### src/hw/rtl/rtt_pkg.sv
// ----------------------------------------------------------------------------
// rtt_pkg
// Shared types, widths and elaboration-time trig helpers for the ring
// triangle tessellator.
// ----------------------------------------------------------------------------
package rtt_pkg;

  // Default number of angular segments per ring
  localparam int unsigned SEGMENTS_DEF = 32;

  localparam int unsigned COORD_W = 24;
  localparam int unsigned RAD_W   = 23;
  localparam int unsigned RGBA_W  = 32;
  // Signed radius after adding or removing half the thickness
  localparam int unsigned SRAD_W  = 25;
  // Signed Q1.15 trig value, 32768 stands for 1.0
  localparam int unsigned TRIG_W  = 17;
  localparam int unsigned PROD_W  = SRAD_W + TRIG_W;
  localparam int unsigned QUOT_W  = PROD_W - 15;
  localparam int unsigned SUM_W   = QUOT_W + 1;

  // Quarter turn in Q2.30
  localparam logic [63:0] HALF_PI_Q30 = 64'd1686629713;

  localparam logic signed [SUM_W-1:0] COORD_MAX = SUM_W'(8388607);
  localparam logic signed [SUM_W-1:0] COORD_MIN = -SUM_W'(8388608);

  typedef struct packed {
    logic signed [COORD_W-1:0] center_x;
    logic signed [COORD_W-1:0] center_y;
    logic        [RAD_W-1:0]   ring_radius;
    logic        [RAD_W-1:0]   ring_width;
    logic        [RGBA_W-1:0]  rgba;
  } rtt_ring_in_t;

  typedef struct packed {
    logic signed [COORD_W-1:0] ax;
    logic signed [COORD_W-1:0] ay;
    logic signed [COORD_W-1:0] bx;
    logic signed [COORD_W-1:0] by_coord;
    logic signed [COORD_W-1:0] cx;
    logic signed [COORD_W-1:0] cy;
    logic        [RGBA_W-1:0]  tri_rgba;
    logic                      last_triangle;
  } rtt_tri_t;

  // Ring descriptor held in the queue between front and back
  typedef struct packed {
    logic signed [COORD_W-1:0] center_x;
    logic signed [COORD_W-1:0] center_y;
    logic signed [SRAD_W-1:0]  r_inner;
    logic signed [SRAD_W-1:0]  r_outer;
    logic        [RGBA_W-1:0]  rgba;
  } rtt_desc_t;

  typedef struct packed {
    logic signed [TRIG_W-1:0] cos_v;
    logic signed [TRIG_W-1:0] sin_v;
  } rtt_trig_t;

  // Q2.30 to Q1.15 magnitude, round half up, clamp to 0..1.0
  function automatic logic signed [TRIG_W-1:0] q30_to_q15(input logic signed [63:0] v);
    logic signed [63:0] r;
    r = 64'sd0;
    if (v > 64'sd0) begin
      r = (v + 64'sd16384) >>> 15;
      if (r > 64'sd32768) begin
        r = 64'sd32768;
      end
    end
    return TRIG_W'(r);
  endfunction

  // Cos and sin of quadrant plus offset t (Q2.30) by a series with eight terms past the first
  function automatic rtt_trig_t trig_of(input logic [63:0] t, input logic [1:0] quad);
    logic [63:0]        t2;
    logic [63:0]        st;
    logic [63:0]        ct;
    logic signed [63:0] ss;
    logic signed [63:0] cs;
    logic signed [TRIG_W-1:0] cq;
    logic signed [TRIG_W-1:0] sq;
    rtt_trig_t          r;
    t2 = (t * t) >> 30;
    st = t;
    ct = 64'd1 << 30;
    ss = $signed(t);
    cs = $signed(64'd1 << 30);
    for (int n = 1; n <= 8; n++) begin
      st = ((st * t2) >> 30) / 64'((2 * n) * (2 * n + 1));
      ct = ((ct * t2) >> 30) / 64'((2 * n - 1) * (2 * n));
      if (n % 2 == 1) begin
        ss = ss - $signed(st);
        cs = cs - $signed(ct);
      end else begin
        ss = ss + $signed(st);
        cs = cs + $signed(ct);
      end
    end
    cq = q30_to_q15(cs);
    sq = q30_to_q15(ss);
    case (quad)
      2'd0: begin
        r.cos_v = cq;
        r.sin_v = sq;
      end
      2'd1: begin
        r.cos_v = -sq;
        r.sin_v = cq;
      end
      2'd2: begin
        r.cos_v = -cq;
        r.sin_v = -sq;
      end
      default: begin
        r.cos_v = sq;
        r.sin_v = -cq;
      end
    endcase
    return r;
  endfunction

endpackage

### src/hw/rtl/rtt_front.sv
// ----------------------------------------------------------------------------
// rtt_front
// Accepts ring requests, derives inner and outer radii and holds the
// descriptors in a two-entry queue for the back end.
// ----------------------------------------------------------------------------
module rtt_front (
  input  logic                 clk_i,
  input  logic                 rst_ni,
  input  logic                 in_valid_i,
  output logic                 in_stall_o,
  input  rtt_pkg::rtt_ring_in_t in_data_i,
  output logic                 head_valid_o,
  output rtt_pkg::rtt_desc_t   head_o,
  input  logic                 pop_i
);

  rtt_pkg::rtt_desc_t entry_q [2];
  rtt_pkg::rtt_desc_t desc;
  logic       wr_ptr_q, wr_ptr_d;
  logic       rd_ptr_q, rd_ptr_d;
  logic [1:0] count_q, count_d;
  logic       push;
  logic       pop;
  logic signed [rtt_pkg::SRAD_W-1:0] rad;
  logic signed [rtt_pkg::SRAD_W-1:0] half;

  // Halve the thickness, form inner and outer radius
  always_comb begin
    rad            = $signed({2'b00, in_data_i.ring_radius});
    half           = $signed({3'b000, in_data_i.ring_width[rtt_pkg::RAD_W-1:1]});
    desc.center_x  = in_data_i.center_x;
    desc.center_y  = in_data_i.center_y;
    desc.r_inner   = rad - half;
    desc.r_outer   = rad + half;
    desc.rgba      = in_data_i.rgba;
  end

  assign in_stall_o   = (count_q == 2'd2);
  assign push         = in_valid_i && !in_stall_o;
  assign head_valid_o = (count_q != 2'd0);
  assign pop          = pop_i && head_valid_o;
  assign head_o       = entry_q[rd_ptr_q];

  // Advance pointers and fill count
  always_comb begin
    wr_ptr_d = push ? !wr_ptr_q : wr_ptr_q;
    rd_ptr_d = pop ? !rd_ptr_q : rd_ptr_q;
    count_d  = count_q + 2'(push) - 2'(pop);
  end

  always_ff @(posedge clk_i or negedge rst_ni) begin
    if (!rst_ni) begin
      wr_ptr_q <= 1'b0;
      rd_ptr_q <= 1'b0;
      count_q  <= 2'd0;
    end else begin
      wr_ptr_q <= wr_ptr_d;
      rd_ptr_q <= rd_ptr_d;
      count_q  <= count_d;
    end
  end

  // Write the accepted word into the queue
  always_ff @(posedge clk_i) begin
    if (push) begin
      entry_q[wr_ptr_q] <= desc;
    end
  end

endmodule

### config.mk
export PLATFORM = sky130hd
export DESIGN_NAME = rtt_front
export DESIGN_NICKNAME = d
export VERILOG_FILES = /design/src/hw/rtl/rtt_pkg.sv /design/src/hw/rtl/rtt_front.sv
export SDC_FILE = /design/constraint.sdc
export NUM_CORES = 1
export LEC_CHECK = 0
export ABC_CLOCK_PERIOD_IN_PS = 10200
export BUFFER_PORTS_ARGS = -buffer_cell sky130_fd_sc_hd__buf_2
export CORE_MARGIN = 5
export CORE_UTILIZATION = 43
export CTS_BUF_LIST = sky130_fd_sc_hd__clkbuf_8
export DETAILED_ROUTE_END_ITERATION = 8
export PLACE_DENSITY = 0.72
export RECOVER_POWER = 100
export SLEW_MARGIN = 15
export SYNTH_ARGS = -nofsm -noshare
export SYNTH_HDL_FRONTEND = slang
export SYNTH_SLANG_ARGS = --single-unit
export TNS_END_PERCENT = 20
### constraint.sdc
create_clock -name clk_i -period 10.2 [get_ports clk_i]
set_input_delay 1.02 -clock clk_i [delete_from_list [all_inputs] [get_ports clk_i]]
set_output_delay 1.02 -clock clk_i [all_outputs]
set_load 0.02 [all_outputs]
# Word-level counts from Yosys, hierarchy flattened
# Memory sizes are Yosys's and may differ from the RTL's.
# Cells that the tools add are included.
op_classes:
  mux: 2
  shifts: 0
  n_eq_ne: 1
  bitwise_logic: 0
  n_mul: 0
  order_cmp: 0
  addsub: 4
  reduce_logical: 6
  div: 0
ops:
  columns: ["cell", "n"]
  rows:
  - ["$add A23 B22 Y24", 1]
  - ["$sub A23 B22 Y24", 1]
  - ["$logic_not A1 Y1", 3]
  - ["$add A2 B1 Y2", 1]
  - ["$eq A2 B2 Y1 const B", 1]
  - ["$logic_and A1 B1 Y1", 2]
  - ["$mux W1", 2]
  - ["$reduce_bool A2 Y1", 1]
  - ["$sub A2 B1 Y2", 1]
word_totals:
  latch_bits: 0
  ff_bits: 4
  input_bits: 130
  memories: 1
  romBits: 0
  ramBits: 258
mem_list:
  columns: ["name", "words", "width", "read_ports", "rd_clocked_by_memory_dff", "write_ports", "line", "rtl"]
  rows:
  - ["entry_q", 2, 129, 1, 0, 1, "rtt_front.sv:17", "rtt_pkg::rtt_desc_t entry_q [2];"]

# Longest topological paths before layout
depth:
  depth_word: 5
  depth_mapped: 9

# Least setup slack after synthesis
# Ideal clock, no wire load.
synth_path:
  path_type: "input to register"
  from: "input in_valid_i"
  to: "memory entry_q[0][0] (netlist name), enable pin"
  slack_ns: 3.194
  required_ns: 9.585
  path_stages: 2
  t_arrival_ns: 6.391
  setup_ns: 0.615
  cell_sequence: "nand2_1 nor2_1"
synth_via:
  elab_chain_len: 3
synth_lines:
  columns: ["item", "line", "rtl"]
  rows:
  - ["start, declared", "rtt_front.sv:9", "input logic in_valid_i,"]
  - ["$logic_and A1 B1 Y1", "rtt_front.sv:39", "assign push = in_valid_i && !in_stall_o;"]
  - ["$mux W1", "rtt_front.sv:65", "if (push) begin"]
  - ["$mux W1 (implied by the code)", "rtt_front.sv:66", "entry_q[wr_ptr_q] <= desc;"]
  - ["end, declared", "rtt_front.sv:17", null]
# Every way passes these cells.

==> results.cfg <==
[yosys]
synth_area_per_cell_um2 = 15.0
synth_cell_types = 66
synth_area_leaders = edfxtp_1, mux2_2, ha_1, xnor2_1, a21oi_1
synth_area_mm2 = 0.0120
synth.top_cell.area_share_pct = 63.6
yosysSeqAreaShare_pct = 64.4
syn_inst = 802
synth-edff-count = 254
ys_ff_latch = 258
synth_flop_cell = edfxtp_1
synth_warnings = 0
async_reset_ff_share_pct = 1.55
synth_nets = 980
yosysTopAreaCell = edfxtp_1

[setup_path]
cp_data_required_time_ns = 9.18
crit_path_start_kind = flop
cp.arrival_ns = 5.14
critPathKind = reg -> out
cp_max_fo = 66
critPathCaptureType = output port

[power_and_ir_drop]
power_density_mw_per_mm2 = 262
p_int_mw = 2.39
p_leak_nw = 5.11
totalPowerFinal_mw = 3.70
combPwrFrac_pct = 34.5
power_switching_mw = 1.30
p_clk_share_pct = 21.9
pwr-share-seq_pct = 43.6
ir_drop_v = 0.000128
p_sw_share_pct = 35.2

[finish]
design_area_mm2 = 0.0141
fin_nets = 1250
drive_gt1_share_pct = 25.6
antenna_cells = 0
syn2layout_area_growth_pct = 17.7

[route]
dr.pass1.iters = 5
remaining_drc_errors = 0
antenna_left = 0
wirelength_um = 26300
wl_per_cell_um = 17.8
vias = 7567
drt_iter0_markers = 562
routed_via_density = 5.12

[placed_design]
placed_cell_area_mm2 = 0.0136
gp_routability_congestion = 0.871
io_buffers = 259
dp_hpwl_um = 18800

[clock_network]
worst_skew_pair.late_latency_ns = 0.52
ctsResizeCount = 0
clk_pin_slew_ns = 0.06
cts_tree = built
cts_inserted_buffers = 43
cts_max_level = 2
cts.sinks = 258
clk_path_buf_depth = 3
cts_setup_buffers = 0
holdBufCountCts = 0
clk_root_buffer_cell = clkbuf_8

[timing]
hold_viol = 0
max_freq_mhz = 162
slew_headroom_pct = -150
rsz0062_at_grt = false
whs_ns = 0.320
fin_crit_ns = 6.16
setup-tns-final_ns = 0
worst_slew_pin_slew_ns = 3.75
skew_ns = 0.00939
setup_viol_count_final = 0
min_period_over_period_pct = 60.4
slew_violations = 323

[min_path]
holdCritPathClass = in -> async

[die]
die_x_um = 177
io_pins = 262
dieArea_mm2 = 0.0313
coreArea_mm2 = 0.0276
num_rows = 61
initial_utilization_pct = 43.4
die_h_um = 177

[global_route]
grt-ovfl-total = 0
antenna_found_initial = 0
first_global_vias = 7822
grt_pass1_wl_um = 40200
grt_max_degree = 67
grt.total_usage_pct = 16.1

[outcome]
outcome = finished with violations
violations = max-capacitance violations, max-slew violations

[run]
drv_cap = 5
## cells in the final DEF (no fill, tap or decap), types with 6 or more instances in the layout
cell / count
edfxtp_1: 254
clkbuf_1: 168
mux2_2: 121
buf_2: 94
inv_1: 55
ha_1: 46
clkbuf_8: 45
nor2_1: 44
a21oi_1: 36
xnor2_1: 29
nand2_1: 20
o21ai_0: 14
nor3_1: 12
xor2_1: 11
nand2b_1: 10
nor2b_1: 9
a211oi_1: 9
a31oi_1: 9
o31ai_1: 8
nand3_1: 7
mux2_1: 6
clkinv_1: 6
## path summary, 6_finish.rpt
kind,slack [ns],startpoint,endpoint,cells after the start
worst max-delay path,4.04,rd_ptr_q$_DFFE_PN0P_,head_o[43],3
min in group clk_i,0.49,count_q[1]$_DFF_PN0_,count_q[1]$_DFF_PN0_,1
worst max register to register,4.13,count_q[1]$_DFF_PN0_,entry_q[1][64]$_DFFE_PP_,3
max in group asynchronous,9.67,rst_ni,rd_ptr_q$_DFFE_PN0P_,1
worst min-delay path,0.32,rst_ni,count_q[0]$_DFF_PN0_,1
worst min register to register,0.49,count_q[1]$_DFF_PN0_,count_q[1]$_DFF_PN0_,1
## power groups by stage
stage | clock network (mW) | logic, mW | registers, mW
finish | 0.810 | 1.27 | 1.61
global route | 0.900 | 1.37 | 1.64
CTS | 0.844 | 1.35 | 1.59
detailed placement | 0 | 1.35 | 1.61
global placement | 0 | 1.34 | 1.60
floorplan | 0 | 0.963 | 1.58
## worst max-delay path: stages (launching register included)
cell and delay (ns):
dfrtp_4 0.99, clkbuf_1 2.61, mux2_2 0.55, clkbuf_1 0.37
## through the flow
stage | util (%) | instances | worst slack (ns)
final | 51.1 | 1479 | 4.04
after detailed placement | 49.3 | 1405 | 6.38
after global placement | 49.3 | 1405 | 6.41
after CTS | 52.1 | 1479 | 6.07
after floorplan | - | 802 | 3.19
after global routing | 51.1 | 1479 | 3.53
## state kept, by name, summed over array words and instances, names as in the netlist
signal	count
entry_q	254
count_q	2
wr_ptr_q	1
rd_ptr_q	1
## cell families (layout without fill, tap and decap cells)
family	after synthesis	in the layout	synth area share (%)
AO/OA/AOI/OAI	122	122	7.47
XOR/XNOR	40	40	2.92
adder cells (fa/ha/maj)	48	48	5.13
buffers and inverters	79	378	2.82
flip-flops	258	258	64.4
multiplexers	127	127	11.9
other	1	1	0.0313
AND/OR/NAND/NOR	127	127	5.27
## synth_stat cells, types with 3 or more instances
master / n
inv_2: 3
nor3_1: 12
a211oi_1: 9
buf_1: 3
nor2_1: 45
o211ai_1: 5
a21oi_1: 36
nor4_1: 4
and2_1: 4
xnor2_1: 29
nand2b_1: 10
edfxtp_1: 254
ha_1: 46
dfrtp_1: 4
o41ai_1: 3
and4_1: 3
o21bai_1: 5
clkbuf_1: 20
nor2b_1: 9
a31oi_1: 8
buf_4: 4
inv_1: 38
xor2_1: 11
nand2_1: 20
o21ai_1: 5
nand3_1: 7
o21ai_0: 11
mux2_2: 127
buf_2: 9
o31ai_1: 8
a21o_1: 4
## area by class of cell
cell class              count  area (um^2)
well taps                 378          473
flip-flops and latches    258         7730
fillers                  2492        13500
inverters                  41          154
clock buffers              45          619
clock inverters            29          151
multi-input cells         465         3880
repair buffers            263         1100
## metal layers
metal | track usage (%) | part of all wire [%] | vias up
met4 | 5.25 | 2.4 | 0
met2 | 28.4 | 50 | 261
met3 | 3.85 | 7.3 | 49
met5 | 0 | 0 | -
met1 | 19.6 | 40 | 3694
li1 | - | - | 3563
(Power assumes the default switching activity.)
